File: src/sv/assert_macros.svh
// Assertion macros used by the top-level RTL file of the block.
`ifndef ASSERT_MACROS_SVH
`define ASSERT_MACROS_SVH

// Check a property on every rising edge, off while reset is high.
`define ASSERT_CHK(lbl, clk, rst, prop, msg) \
   lbl: assert property (@(posedge clk) disable iff (rst) prop) else $error(msg);

// Check a property on every rising edge, reset included.
`define ASSERT_CHK_ALWAYS(lbl, clk, prop, msg) \
   lbl: assert property (@(posedge clk) prop) else $error(msg);

`endif

File: src/sv/ewra_pkg.sv
// Shared types and constants of the exponentially weighted running average unit.
package ewra_pkg;

   localparam int STEPS = 32;
   localparam int CNT_W = $clog2(STEPS);

   localparam logic [31:0] DECAY_RESET = 32'hFFFF_0000;
   localparam logic [31:0] RATE_ONE    = 32'h0001_0000;
   localparam logic [32:0] ONE_Q32     = 33'h1_0000_0000;
   localparam logic [47:0] RECIP_HEAD  = 48'h0000_0001_0000;
   localparam logic [63:0] S_MAX       = 64'h7FFF_FFFF_FFFF_FFFF;
   localparam logic [63:0] S_MIN_CODE  = 64'h8000_0000_0000_0000;
   localparam logic signed [64:0] S_HI = 65'sh0_7FFF_FFFF_FFFF_FFFF;
   localparam logic signed [64:0] S_LO = 65'sh1_8000_0000_0000_0001;
   localparam logic [47:0] W_MAX       = 48'hFFFF_FFFF_FFFF;

   // load starts a serial operation, step advances it by one bit
   typedef struct packed {
      logic load;
      logic step;
   } ser_ctl_type;

   typedef enum logic [3:0] {
      ST_IDLE,
      ST_RECIP,
      ST_RECIP_END,
      ST_PREP,
      ST_MUL,
      ST_UPDATE,
      ST_ACCUM,
      ST_AVG_PREP,
      ST_AVG_DIV,
      ST_AVG_FIN,
      ST_OUT
   } state_type;

endpackage

File: src/sv/exp_weighted_running_average_unit.sv
// Top level of the exponentially weighted running average unit.
// Usage: write decay_rate (signed Q16.16) on the csr_ channel while the block
// is idle; csr_ready is always high. Send samples on the req_ channel
// (start_series, sample_value, sample_valid); each accepted word yields one
// rsp_ word with the running average and its valid flag.
// An item passes through the two-lane bit-serial multiplier and then the
// bit-serial divider that forms the average, with control and update steps
// around them. A word with start_series set and a rate above 1.0 first
// forms the reciprocal on the same divider. An invalid sample or a negative
// rate skips the multiplier; a negative rate, a zero weight sum or a
// saturated average also skips the divider.
// req_stall stays high while an item is in work; one item is in work at a time.
// The result waits in an output register; while rsp_stall holds it, the next
// item is still accepted and processed, and waits before its write-back.
// Synchronous reset sets decay_rate to -1.0, clears the sums, sets the forward
// weight to 1.0 and empties the output register.
module exp_weighted_running_average_unit (
   input  logic               clock,
   input  logic               reset,
   input  logic               req_valid,
   output logic               req_stall,
   input  logic               req_start_series,
   input  logic signed [31:0] req_sample_value,
   input  logic               req_sample_valid,
   output logic               rsp_valid,
   input  logic               rsp_stall,
   output logic signed [31:0] rsp_average,
   output logic               rsp_average_valid,
   input  logic               csr_valid,
   output logic               csr_ready,
   input  logic signed [31:0] csr_decay_rate
);

   `include "assert_macros.svh"

   ewra_pkg::state_type state_ff, state_in;
   logic [ewra_pkg::CNT_W-1:0] cnt_ff, cnt_in;

   logic [31:0] decay_rate_ff;
   logic [63:0] weighted_sum_ff;
   logic [47:0] weight_sum_ff;
   logic [32:0] forward_weight_ff;
   logic [31:0] reciprocal_rate_ff;

   logic signed [31:0] x_ff;
   logic               vld_ff;
   logic [63:0]        base_ff;
   logic [63:0]        addend_ff;
   logic [32:0]        waddend_ff;
   logic [32:0]        mag_ff;
   logic               avg_neg_ff;
   logic               known_ff;

   logic               rsp_valid_ff;
   logic signed [31:0] rsp_average_ff;
   logic               rsp_average_valid_ff;

   ewra_pkg::ser_ctl_type mul_ctl, div_ctl;
   logic [63:0] mul_a_mcand;
   logic [31:0] mul_a_mult;
   logic [47:0] mul_b_mcand;
   logic [31:0] mul_b_mult;
   logic [95:0] prod_a;
   logic [79:0] prod_b;
   logic [47:0] div_rem;
   logic [31:0] div_low;
   logic [47:0] div_divisor;
   logic [31:0] quot;
   logic        round_up;

   logic        accept;
   logic        cnt_last;
   logic        out_free;
   logic        rate_neg, rate_fwd, rate_back;
   logic [63:0] s_mag;
   logic [31:0] x_mag;
   logic        avg_ovf;

   logic [95:0] prod_a_rnd;
   logic [79:0] p_a;
   logic [63:0] back_mag;
   logic [63:0] back_scaled;
   logic [63:0] fwd_term;
   logic [79:0] w_rnd;
   logic [79:0] f_rnd;
   logic signed [64:0] s_sum;
   logic [63:0] s_sat;
   logic [48:0] w_sum;
   logic [47:0] w_sat;
   logic [32:0] mag_neg;
   logic [31:0] avg_word;

   assign accept    = req_valid && !req_stall;
   assign cnt_last  = (cnt_ff == ewra_pkg::CNT_W'(ewra_pkg::STEPS - 1));
   assign out_free  = !rsp_valid_ff || !rsp_stall;
   assign csr_ready = 1'b1;

   assign rate_neg  = decay_rate_ff[31];
   assign rate_fwd  = !rate_neg && (decay_rate_ff > ewra_pkg::RATE_ONE);
   assign rate_back = !rate_neg && !rate_fwd;

   assign s_mag   = weighted_sum_ff[63] ? (~weighted_sum_ff + 64'd1) : weighted_sum_ff;
   assign x_mag   = x_ff[31] ? (~x_ff + 32'd1) : x_ff;
   assign avg_ovf = (s_mag[63:16] >= weight_sum_ff);

   // update arithmetic on the finished products
   assign prod_a_rnd  = prod_a + 96'h8000;
   assign p_a         = prod_a_rnd[95:16];
   assign back_mag    = (|p_a[79:63]) ? ewra_pkg::S_MAX : p_a[63:0];
   assign back_scaled = weighted_sum_ff[63] ? (~back_mag + 64'd1) : back_mag;
   assign fwd_term    = x_ff[31] ? (~p_a[63:0] + 64'd1) : p_a[63:0];
   assign w_rnd       = prod_b + 80'h8000;
   assign f_rnd       = prod_b + 80'h8000_0000;

   // saturating accumulation
   assign s_sum = $signed({base_ff[63], base_ff}) + $signed({addend_ff[63], addend_ff});
   always_comb begin
      if (s_sum > ewra_pkg::S_HI) begin
         s_sat = ewra_pkg::S_MAX;
      end else if (s_sum < ewra_pkg::S_LO) begin
         s_sat = ewra_pkg::S_LO[63:0];
      end else begin
         s_sat = s_sum[63:0];
      end
   end
   assign w_sum = {1'b0, weight_sum_ff} + {16'd0, waddend_ff};
   assign w_sat = w_sum[48] ? ewra_pkg::W_MAX : w_sum[47:0];

   // saturate the signed average to the 32-bit signed range, zero when unknown
   assign mag_neg = ~mag_ff + 33'd1;
   always_comb begin
      if (!known_ff) begin
         avg_word = 32'd0;
      end else if (avg_neg_ff) begin
         avg_word = (mag_ff > 33'h0_8000_0000) ? 32'h8000_0000 : mag_neg[31:0];
      end else begin
         avg_word = (mag_ff > 33'h0_7FFF_FFFF) ? 32'h7FFF_FFFF : mag_ff[31:0];
      end
   end

   // operand selection for the serial units
   always_comb begin
      if (rate_back) begin
         mul_a_mcand = s_mag;
         mul_a_mult  = decay_rate_ff;
         mul_b_mcand = weight_sum_ff;
         mul_b_mult  = decay_rate_ff;
      end else begin
         mul_a_mcand = {31'd0, forward_weight_ff};
         mul_a_mult  = x_mag;
         mul_b_mcand = {15'd0, forward_weight_ff};
         mul_b_mult  = reciprocal_rate_ff;
      end
      if (state_ff == ewra_pkg::ST_IDLE) begin
         div_rem     = ewra_pkg::RECIP_HEAD;
         div_low     = {1'b0, decay_rate_ff[31:1]};
         div_divisor = {16'd0, decay_rate_ff};
      end else begin
         div_rem     = s_mag[63:16];
         div_low     = {s_mag[15:0], 16'd0};
         div_divisor = weight_sum_ff;
      end
   end

   always_ff @(posedge clock) begin
      if (reset) begin
         state_ff <= ewra_pkg::ST_IDLE;
         cnt_ff   <= '0;
      end else begin
         state_ff <= state_in;
         cnt_ff   <= cnt_in;
      end
   end

   always_comb begin
      state_in  = state_ff;
      req_stall = 1'b1;
      mul_ctl   = '0;
      div_ctl   = '0;
      unique case (state_ff)
         ewra_pkg::ST_IDLE: begin
            req_stall = 1'b0;
            if (req_valid) begin
               if (req_start_series && rate_fwd) begin
                  div_ctl.load = 1'b1;
                  state_in     = ewra_pkg::ST_RECIP;
               end else begin
                  state_in = ewra_pkg::ST_PREP;
               end
            end
         end
         ewra_pkg::ST_RECIP: begin
            div_ctl.step = 1'b1;
            if (cnt_last) begin
               state_in = ewra_pkg::ST_RECIP_END;
            end
         end
         ewra_pkg::ST_RECIP_END: begin
            state_in = ewra_pkg::ST_PREP;
         end
         ewra_pkg::ST_PREP: begin
            if (rate_neg || !vld_ff) begin
               state_in = ewra_pkg::ST_AVG_PREP;
            end else begin
               mul_ctl.load = 1'b1;
               state_in     = ewra_pkg::ST_MUL;
            end
         end
         ewra_pkg::ST_MUL: begin
            mul_ctl.step = 1'b1;
            if (cnt_last) begin
               state_in = ewra_pkg::ST_UPDATE;
            end
         end
         ewra_pkg::ST_UPDATE: begin
            state_in = ewra_pkg::ST_ACCUM;
         end
         ewra_pkg::ST_ACCUM: begin
            state_in = ewra_pkg::ST_AVG_PREP;
         end
         ewra_pkg::ST_AVG_PREP: begin
            if (rate_neg || weight_sum_ff == 48'd0 || avg_ovf) begin
               state_in = ewra_pkg::ST_OUT;
            end else begin
               div_ctl.load = 1'b1;
               state_in     = ewra_pkg::ST_AVG_DIV;
            end
         end
         ewra_pkg::ST_AVG_DIV: begin
            div_ctl.step = 1'b1;
            if (cnt_last) begin
               state_in = ewra_pkg::ST_AVG_FIN;
            end
         end
         ewra_pkg::ST_AVG_FIN: begin
            state_in = ewra_pkg::ST_OUT;
         end
         ewra_pkg::ST_OUT: begin
            if (out_free) begin
               state_in = ewra_pkg::ST_IDLE;
            end
         end
         default: begin
            state_in = ewra_pkg::ST_IDLE;
         end
      endcase
      cnt_in = (mul_ctl.step || div_ctl.step) ? cnt_ff + 1'b1 : '0;
   end

   // architectural state and output handshake
   always_ff @(posedge clock) begin
      if (reset) begin
         decay_rate_ff      <= ewra_pkg::DECAY_RESET;
         weighted_sum_ff    <= '0;
         weight_sum_ff      <= '0;
         forward_weight_ff  <= ewra_pkg::ONE_Q32;
         reciprocal_rate_ff <= '0;
         rsp_valid_ff       <= 1'b0;
      end else begin
         if (csr_valid && csr_ready) begin
            decay_rate_ff <= csr_decay_rate;
         end
         if (accept && req_start_series) begin
            weighted_sum_ff   <= '0;
            weight_sum_ff     <= '0;
            forward_weight_ff <= ewra_pkg::ONE_Q32;
            if (!rate_fwd) begin
               reciprocal_rate_ff <= '0;
            end
         end
         if (state_ff == ewra_pkg::ST_RECIP_END) begin
            reciprocal_rate_ff <= quot;
         end
         if (state_ff == ewra_pkg::ST_UPDATE) begin
            if (rate_back) begin
               weight_sum_ff <= w_rnd[63:16];
            end else begin
               forward_weight_ff <= f_rnd[64:32];
            end
         end
         if (state_ff == ewra_pkg::ST_ACCUM) begin
            weighted_sum_ff <= s_sat;
            weight_sum_ff   <= w_sat;
         end
         if (state_ff == ewra_pkg::ST_OUT && out_free) begin
            rsp_valid_ff <= 1'b1;
         end else if (!rsp_stall) begin
            rsp_valid_ff <= 1'b0;
         end
      end
   end

   // working registers and output word
   always_ff @(posedge clock) begin
      if (accept) begin
         x_ff   <= req_sample_value;
         vld_ff <= req_sample_valid;
      end
      if (state_ff == ewra_pkg::ST_UPDATE) begin
         if (rate_back) begin
            base_ff    <= back_scaled;
            addend_ff  <= {{16{x_ff[31]}}, x_ff, 16'd0};
            waddend_ff <= ewra_pkg::ONE_Q32;
         end else begin
            base_ff    <= weighted_sum_ff;
            addend_ff  <= fwd_term;
            waddend_ff <= forward_weight_ff;
         end
      end
      if (state_ff == ewra_pkg::ST_AVG_PREP) begin
         known_ff   <= !rate_neg && (weight_sum_ff != 48'd0);
         avg_neg_ff <= weighted_sum_ff[63];
         mag_ff     <= ewra_pkg::ONE_Q32;
      end
      if (state_ff == ewra_pkg::ST_AVG_FIN) begin
         mag_ff <= {1'b0, quot} + {32'd0, round_up};
      end
      if (state_ff == ewra_pkg::ST_OUT && out_free) begin
         rsp_average_ff       <= avg_word;
         rsp_average_valid_ff <= known_ff;
      end
   end

   ewra_mul u_mul (
      .clock        (clock),
      .ctl          (mul_ctl),
      .load_a_mcand (mul_a_mcand),
      .load_a_mult  (mul_a_mult),
      .load_b_mcand (mul_b_mcand),
      .load_b_mult  (mul_b_mult),
      .prod_a       (prod_a),
      .prod_b       (prod_b)
   );

   ewra_div u_div (
      .clock        (clock),
      .ctl          (div_ctl),
      .load_rem     (div_rem),
      .load_low     (div_low),
      .load_divisor (div_divisor),
      .quot         (quot),
      .round_up     (round_up)
   );

   assign rsp_valid         = rsp_valid_ff;
   assign rsp_average       = rsp_average_ff;
   assign rsp_average_valid = rsp_average_valid_ff;

   `ASSERT_CHK(a_busy_after_accept, clock, reset, accept |=> req_stall, "accept not followed by stall")
   `ASSERT_CHK(a_unknown_is_zero, clock, reset, (rsp_valid && !rsp_average_valid) |-> (rsp_average == 32'sd0), "unknown average not zero")
   `ASSERT_CHK(a_fwd_weight_range, clock, reset, forward_weight_ff <= ewra_pkg::ONE_Q32, "forward weight above one")
   `ASSERT_CHK(a_sum_range, clock, reset, weighted_sum_ff != ewra_pkg::S_MIN_CODE, "weighted sum outside saturation range")

endmodule

File: src/sv/ewra_mul.sv
// Two-lane shift-add multiplier, one multiplier bit per cycle in each lane while step is set.
module ewra_mul (
   input  logic                 clock,
   input  ewra_pkg::ser_ctl_type ctl,
   input  logic [63:0]          load_a_mcand,
   input  logic [31:0]          load_a_mult,
   input  logic [47:0]          load_b_mcand,
   input  logic [31:0]          load_b_mult,
   output logic [95:0]          prod_a,
   output logic [79:0]          prod_b
);

   logic [63:0] a_mcand_ff;
   logic [95:0] a_prod_ff;
   logic [47:0] b_mcand_ff;
   logic [79:0] b_prod_ff;
   logic [64:0] a_sum;
   logic [48:0] b_sum;

   // add the multiplicand into the upper half when the low bit is set
   assign a_sum = {1'b0, a_prod_ff[95:32]} + (a_prod_ff[0] ? {1'b0, a_mcand_ff} : 65'd0);
   assign b_sum = {1'b0, b_prod_ff[79:32]} + (b_prod_ff[0] ? {1'b0, b_mcand_ff} : 49'd0);

   always_ff @(posedge clock) begin
      if (ctl.load) begin
         a_mcand_ff <= load_a_mcand;
         a_prod_ff  <= {64'd0, load_a_mult};
         b_mcand_ff <= load_b_mcand;
         b_prod_ff  <= {48'd0, load_b_mult};
      end else if (ctl.step) begin
         a_prod_ff <= {a_sum, a_prod_ff[31:1]};
         b_prod_ff <= {b_sum, b_prod_ff[31:1]};
      end
   end

   assign prod_a = a_prod_ff;
   assign prod_b = b_prod_ff;

endmodule

File: src/sv/ewra_div.sv
// Restoring divider, one quotient bit per cycle while step is set, 32-bit quotient.
module ewra_div (
   input  logic                 clock,
   input  ewra_pkg::ser_ctl_type ctl,
   input  logic [47:0]          load_rem,
   input  logic [31:0]          load_low,
   input  logic [47:0]          load_divisor,
   output logic [31:0]          quot,
   output logic                 round_up
);

   logic [47:0] rem_ff;
   logic [31:0] low_ff;
   logic [47:0] divisor_ff;
   logic [48:0] trial;
   logic [48:0] diff;
   logic        q_bit;

   // shift the next dividend bit in and try the subtraction
   assign trial = {rem_ff, low_ff[31]};
   assign diff  = trial - {1'b0, divisor_ff};
   assign q_bit = (trial >= {1'b0, divisor_ff});

   always_ff @(posedge clock) begin
      if (ctl.load) begin
         rem_ff     <= load_rem;
         low_ff     <= load_low;
         divisor_ff <= load_divisor;
      end else if (ctl.step) begin
         rem_ff <= q_bit ? diff[47:0] : trial[47:0];
         low_ff <= {low_ff[30:0], q_bit};
      end
   end

   assign quot     = low_ff;
   assign round_up = ({rem_ff, 1'b0} >= {1'b0, divisor_ff});

endmodule
File: config.mk
export PLATFORM = sky130hd
export DESIGN_NAME = exp_weighted_running_average_unit
export DESIGN_NICKNAME = d
export VERILOG_FILES = /design/src/sv/ewra_pkg.sv /design/src/sv/exp_weighted_running_average_unit.sv /design/src/sv/ewra_mul.sv /design/src/sv/ewra_div.sv
export VERILOG_INCLUDE_DIRS = /design/src /design/src/sv
export SDC_FILE = /design/constraint.sdc
export NUM_CORES = 2
export LEC_CHECK = 0
export ABC_AREA = 0
export BUFFER_PORTS_ARGS = -buffer_cell sky130_fd_sc_hd__buf_2
export CAP_MARGIN = 40
export CORE_AREA = 2 2 335 337
export DETAILED_ROUTE_END_ITERATION = 16
export DIE_AREA = 0 0 337 339
export PLACE_DENSITY = 0.8
export SLEW_MARGIN = 20
export SYNTH_ARGS = -nofsm -noshare
export SYNTH_HDL_FRONTEND = slang
export SYNTH_SLANG_ARGS = --single-unit
File: constraint.sdc
create_clock -name clock -period 9.95 [get_ports clock]
set_clock_uncertainty 0.15 [all_clocks]
set_input_delay 0.4975 -clock clock [delete_from_list [all_inputs] [get_ports clock]]
set_output_delay 0.4975 -clock clock [all_outputs]
set_load 0.03 [all_outputs]
# [Yosys cells after proc, flatten, opt, wreduce, memory -nomap -nowiden]
# Cells that the tools add are included.
[totals] regBits=897 elab_cells=173 out_inout_bits=36 inputBits=71
[op_classes] n_addsub=15 n_eq_ne=18 bitwise_logic=6 n_mux=65 magnitude_cmp=8 n_reduce_logical=30
[op_table] op="64-bit 2-to-1 mux" n=11
[op_table] op="32-bit 2-to-1 mux" n=17
[op_table] op="48-bit 2-to-1 mux" n=10
[op_table] op="33-bit 2-to-1 mux" n=7
[op_table] op="64-bit by 1-bit adder with 64-bit output (second input constant)" n=3
[op_table] op="64-bit inverter" n=3
[op_table] op="64-bit by 64-bit adder with 65-bit output" n=2
[op_table] op="49-bit by 48-bit >= comparator with 1-bit output" n=2
[op_table] op="96-bit by 16-bit adder with 96-bit output (second input constant)" n=1
[op_table] op="65-bit by 32-bit adder with 65-bit output (second input constant)" n=1
[op_table] op="65-bit by 64-bit greater-than comparator with 1-bit output (second input constant)" n=1
[op_table] op="65-bit by 64-bit less-than comparator with 1-bit output (second input constant)" n=1
[op_table] op="32-bit by 1-bit adder with 32-bit output (second input constant)" n=2
[op_table] op="64-bit by 16-bit adder with 64-bit output (second input constant)" n=1
[op_table] op="32-bit inverter" n=2
[op_table] op="48-bit by 33-bit adder with 49-bit output" n=1
[op_table] op="48-bit by 48-bit adder with 49-bit output" n=1
[op_table] op="48-bit >= comparator" n=1
[op_table] op="48-bit logical NOT" n=1
[op_table] op="48-bit nonzero test" n=1
[op_table] op="48-bit subtractor" n=1
[op_table] op="4-bit one-hot mux with 11 select lines" n=1
[op_table] op="32-bit by 1-bit adder with 33-bit output" n=1
[op_table] op="33-bit by 31-bit greater-than comparator with 1-bit output (second input constant)" n=1
[op_table] op="other kinds (24)" n=69

# [Depth between registers and ports, before layout]
[logic_depth] ltp_word=8 ltp_mapped=27 ltp_nobuf=25

# [Cells and area by module]
# From an unflattened synthesis, not the netlist that was laid out.
[hier_totals] hier_cells=7252 area_unflattened_um2=63887.5
[modules_own_cells] mod="exp_weighted_running_average_unit" area_per_inst_um2=38663.3 cells_each=4855 n_inst=1 seq_area_each_um2=12251.8
[modules_own_cells] mod="ewra_mul" area_per_inst_um2=16679.7 cells_each=1599 n_inst=1 seq_area_each_um2=7527.2
[modules_own_cells] mod="ewra_div" area_per_inst_um2=8544.4 cells_each=798 n_inst=1 seq_area_each_um2=3843.7

# [Least setup slack after synthesis]
# No wires, ideal clock.
[synth_path] path_type="reg-to-reg" startpoint="register weighted_sum_ff[10]" endpoint="register u_div.low_ff[24] (netlist: u_div.quot[24]), data pin" t_arrival_ns=8.638 period_less_slack_ns=9.128 setup_slack_ns=0.822 path_buffers=4 t_required_ns=9.460 setup_time_ns=0.340 path_stages_with_launch=28 path_cell_list="dfxtp_1 or4_4 or3_4 or4b_4 or2_1 clkbuf_1 or4_4 or4_4 or4_4 or4_4 o21ai_0 xnor2_1 ha_1 a21o_1 a21o_1 a21o_1 a21o_1 a21oi_1 nor2_1 a2111oi_0 o21ai_0 or2_2 clkbuf_1 a21boi_1 clkinv_1 clkbuf_1 clkbuf_1 a21oi_1"
[synth_lines] item="start: declaration" line_no="exp_weighted_running_average_unit.sv:40" source="logic [63:0] weighted_sum_ff;"
[synth_lines] item="start signal: assignment" line_no="exp_weighted_running_average_unit.sv:282" source="weighted_sum_ff <= s_sat;"
[synth_lines] item="end signal: assignment" line_no="ewra_div.sv:27" source="low_ff <= load_low;"
[synth_lines] item="end signal: assignment" line_no="ewra_div.sv:31" source="low_ff <= {low_ff[30:0], q_bit};"
[synth_lines] item="end: declaration" line_no="ewra_div.sv:13" source="logic [31:0] low_ff;"

# [Final worst setup path]
[layout_path] startpoint="register weighted_sum_ff[10]" endpoint="register u_div.rem_ff[2], data pin"
[layout_between] elab_chain_len=8 elab_cells_between_ends=9 classes_between="add/sub: 1; order compare: 1; mux: 5; bitwise: 1; reduce/logical: 1"
[layout_lines] item="64-bit inverter" line_no="exp_weighted_running_average_unit.sv:102" source="assign s_mag = weighted_sum_ff[63] ? (~weighted_sum_ff + 64'd1) : weighted_sum_ff;"
[layout_lines] item="64-bit by 1-bit adder with 64-bit output" line_no="exp_weighted_running_average_unit.sv:102"
[layout_lines] item="64-bit 2-to-1 mux" line_no="exp_weighted_running_average_unit.sv:102"
[layout_lines] item="via s_mag[57]" line_no="exp_weighted_running_average_unit.sv:75" source="logic [63:0] s_mag;"
[layout_lines] item="48-bit >= comparator" line_no="exp_weighted_running_average_unit.sv:104" source="assign avg_ovf = (s_mag[63:16] >= weight_sum_ff);"
[layout_lines] item="1-bit logical OR" line_no="exp_weighted_running_average_unit.sv:222" source="if (rate_neg || weight_sum_ff == 48'd0 || avg_ovf) begin"
[layout_lines] item="1-bit 2-to-1 mux" line_no="exp_weighted_running_average_unit.sv:222"
[layout_lines] item="1-bit one-hot mux with 2 select lines" line_no="exp_weighted_running_average_unit.sv:180" source="unique case (state_ff)"
[layout_lines] item="48-bit 2-to-1 mux" line_no="ewra_div.sv:25" source="if (ctl.load) begin"
[layout_lines] item="end signal: assignment" line_no="ewra_div.sv:26" source="rem_ff <= load_rem;"
[layout_lines] item="end signal: assignment" line_no="ewra_div.sv:30" source="rem_ff <= q_bit ? diff[47:0] : trial[47:0];"
[layout_lines] item="end: declaration" line_no="ewra_div.sv:12" source="logic [47:0] rem_ff;"
# The timed path passes the listed nets, and every way through them passes these cells.
# A chain may end at the register's enable or synchronous reset.

==> metrics.md <==
| Metric | Value |
|---|---|
| Post-synthesis register bit count | between 800 and 900 |
| Leakage | between 20 and 30 nW |
| Placer's final routability congestion estimate | about 1 |
| DPL Wire Length | between 150 and 200 mm |
| CTS Buffer Depth | 3 |
| Synthesized Nets | ~7,500 |
| Ys async rst share | 0 |
| Psw | 6.65 mW |
| # fillers | around 9,600 |
| Vias in the first global route | 52,100 |
| Die height | about 340 um |
| Data required, critical path | approximately 10 ns |
| Setup violations, final | 0 |
| Worst-path clk slew | ~0.07 ns |
| Switching share of power | 0.414 |
| Register area share after synthesis | 0.390 |
| Most frequent cells in the layout | nand2_1 (784), nor2_1 (630), o21ai_0 (602), edfxtp_1 (566), a21oi_1 (504) |
| Cell area after layout | ~67,000 um^2 |
| Gate power share | 0.413 |
| Fin Setup TNS | 0 ns |
| Final #Nets | between 7,000 and 8,000 |
| Area growth syn-to-layout | 9.98% |
| Number of synthesized flops with an enable pin | around 570 |
| Top post-synthesis cells by area | edfxtp_1 (28%), dfxtp_1 (11%), ha_1 (6.6%) |
| Clock latency at the later pin of the worst-skew pair | around 0.7 ns |
| Most common cell after layout, fill and taps aside | nand2_1 |
| Num rows | around 120 |
| Routed Antenna Nets | 0 |
| Fin. Hold Viols | 0 |
| Vias | approximately 56,000 |
| DRC | 0 |
| Pint | ~9.4 mW |
| Worst slew pin tran | 0.997 ns |
| Synth area leader | edfxtp_1 |
| Num CTS Buffers | 100 |
| Clock share of power | 0.235 |
| Final wirelength | about 210 mm |
| Cells after Synth | roughly 7,100 |
| Hold_ws | between 0.2 and 0.25 ns |
| Synth Warn # | 0 |
| Top FF cell, synth | edfxtp_1 |
| Hold WC Path Type | in -> reg |
| Top cell type's share of synthesized area | 0.281 |
| Worst EP arrival | around 9 ns |
| CTS tree | done |
| Fraction of layout cells with a size suffix above 1 | 0.0661 |
| Status | finished clean |
| Slew Limit Fails | 0 |
| Final core occ | 0.603 |
| Die Wd | around 340 um |
| Total gr overflow | 0 |
| Initial antenna violation count | 12 |
| IO Count | approximately 110 |
| H-tree levels | 3 |
| Final Critical Period | around 9 ns |
| Slew margin rel. | 0.335 |
| Mapped Area | between 60,000 and 70,000 um^2 |
| Dpl cell area | 62,500 um^2 |
| Tot Pwr | approximately 16 mW |
| Gr usage total | 0.360 |
| CTS Sinks | roughly 900 |
| # Max-Cap Violations | 0 |
| Worst vdd ir | between 0.2 and 0.25 mV |
| Fmax | approximately 110 MHz |
| RSZ-0062 raised after global routing | no |
| # resized after CTS | 0 |
| Crit. End Element | flip-flop |
| Root buffer cell | clkbuf_16 |
| Pwr/cell area | approximately 240 nW/um^2 |
| Core Region | around 110,000 um^2 |
| Largest net degree at the start of global routing | 204 |
| Vias/cell | 6.52 |
| Startpoint Class | flip-flop |
| Number of port buffers | roughly 110 |
| WL per Instance | between 20 and 25 um |
| Setup CP Type | reg -> reg |
| First DRT Iteration DRCs | 7,171 |
| Largest fanout on the critical path | 33 |
| Seq pwr share | 0.351 |
| Post-Syn Area per Cell | ~8.6 um^2 |
| Drt pass-1 iters | 8 |
| Period utilization | 0.901 |
| First-pass GRT wire length | approximately 320 mm |
| Number of setup buffers added after CTS | 0 |
| Die ar. | roughly 110,000 um^2 |
| Initial Util | 0.549 |
| Synth unique cells | 85 |
-- cell usage after synthesis (all sizes together) (158+ instances only) --
library cell and number:
nand3 193, a21o 216, o21ai 605, xnor2 293, clkbuf 350, nor2 633
inv 288, dfxtp 331, nand2 790, and2 158, xor2 278, a21oi 506
ha 318, edfxtp 566
-- per-layer routing --
metal	GRT usage	wire length (um)	vias up
met5	0	21	-
met4	0.181	12400	4
met3	0.0836	24600	593
met2	0.531	89900	3298
met1	0.492	84800	26800
li1	-	-	25700
-- area by class of cell --
cell class / instances / area [um^2] / area share
inverters: 291 / 1100 / 0.0166
multi-input cells: 5509 / 34600 / 0.519
flip-flops and latches: 897 / 23600 / 0.355
clock buffers: 119 / 2710 / 0.0407
clock inverters: 69 / 592 / 0.00889
diodes: 6 / 15.0 / 0.000225
repair buffers: 267 / 2120 / 0.0318
well taps: 1488 / 1860 / 0.0280
-- worst max-delay path, cell delays in order, from the launching register on --
cell	delay (ns)
dfxtp_1	0.38
or4_4	0.57
or3_4	0.35
or4b_4	0.51
or2_1	0.31
or4_4	0.57
or4_4	0.53
or4_4	0.53
or4_4	0.54
o21ai_0	0.22
xnor2_1	0.18
ha_1	0.28
a21o_1	0.18
a21o_1	0.17
a21o_1	0.18
a21o_1	0.18
a21oi_1	0.16
nor2_1	0.06
a2111oi_0	0.58
o21ai_1	0.53
or2_2	0.45
a21boi_4	0.21
clkinv_2	0.30
buf_4	0.39
o22ai_1	0.15
-- logic make-up after synthesis --
kind of cell,Yosys count,share of synthesized area
AOI/OAI and AO/OA,2049,0.210
xor gates and xnor gates,571,0.0826
adders and majority gates,323,0.0674
buffers and inverters,670,0.0416
DFF,897,0.390
muxes,67,0.0114
other,1,0.0000619
and+or+nand+nor,2498,0.196
-- power by group through the flow --
stage | clock, mW | combinational, mW | sequential (mW)
3_3_place_gp | 0 | 6.23 | 5.64
4_1_cts | 3.79 | 6.42 | 5.59
5_1_grt | 3.93 | 7.21 | 5.69
6_report | 3.78 | 6.64 | 5.64
2_1_floorplan | 0 | 4.81 | 5.27
3_5_place_dp | 0 | 6.35 | 5.66
-- registers in the layout (all words and copies together) (netlist names), 64 cells and up --
register and cells:
base_ff 64, weighted_sum_ff 64, u_mul.prod_a 96, addend_ff 64, u_mul.a_mcand_ff 64, u_mul.prod_b 80
-- path summary, 6_finish.rpt --
kind	from	to	slack [ns]	cells past startpoint
worst min-delay path	req_valid	vld_ff	0.23	2
worst max register to register	weighted_sum_ff[10]	u_div.rem_ff[2]	0.98	24
worst max-delay path	weighted_sum_ff[10]	u_div.rem_ff[2]	0.98	24
worst min register to register	cnt_ff[0]	cnt_ff[0]	0.31	1
-- metrics by stage --
step                      std cells  setup slack, ns
after floorplan                7076            0.822
after global placement         8362            0.909
after detailed placement       8379            0.972
after CTS                      8634            0.945
after global routing           8640            0.766
final                          8646            0.984
-- repair_timing --
item,CTS,global route
endpoints found under the hold margin,70,0
endpoints found under the setup margin,0,0
hold buffers,67,0
(Power assumes the default switching activity.)
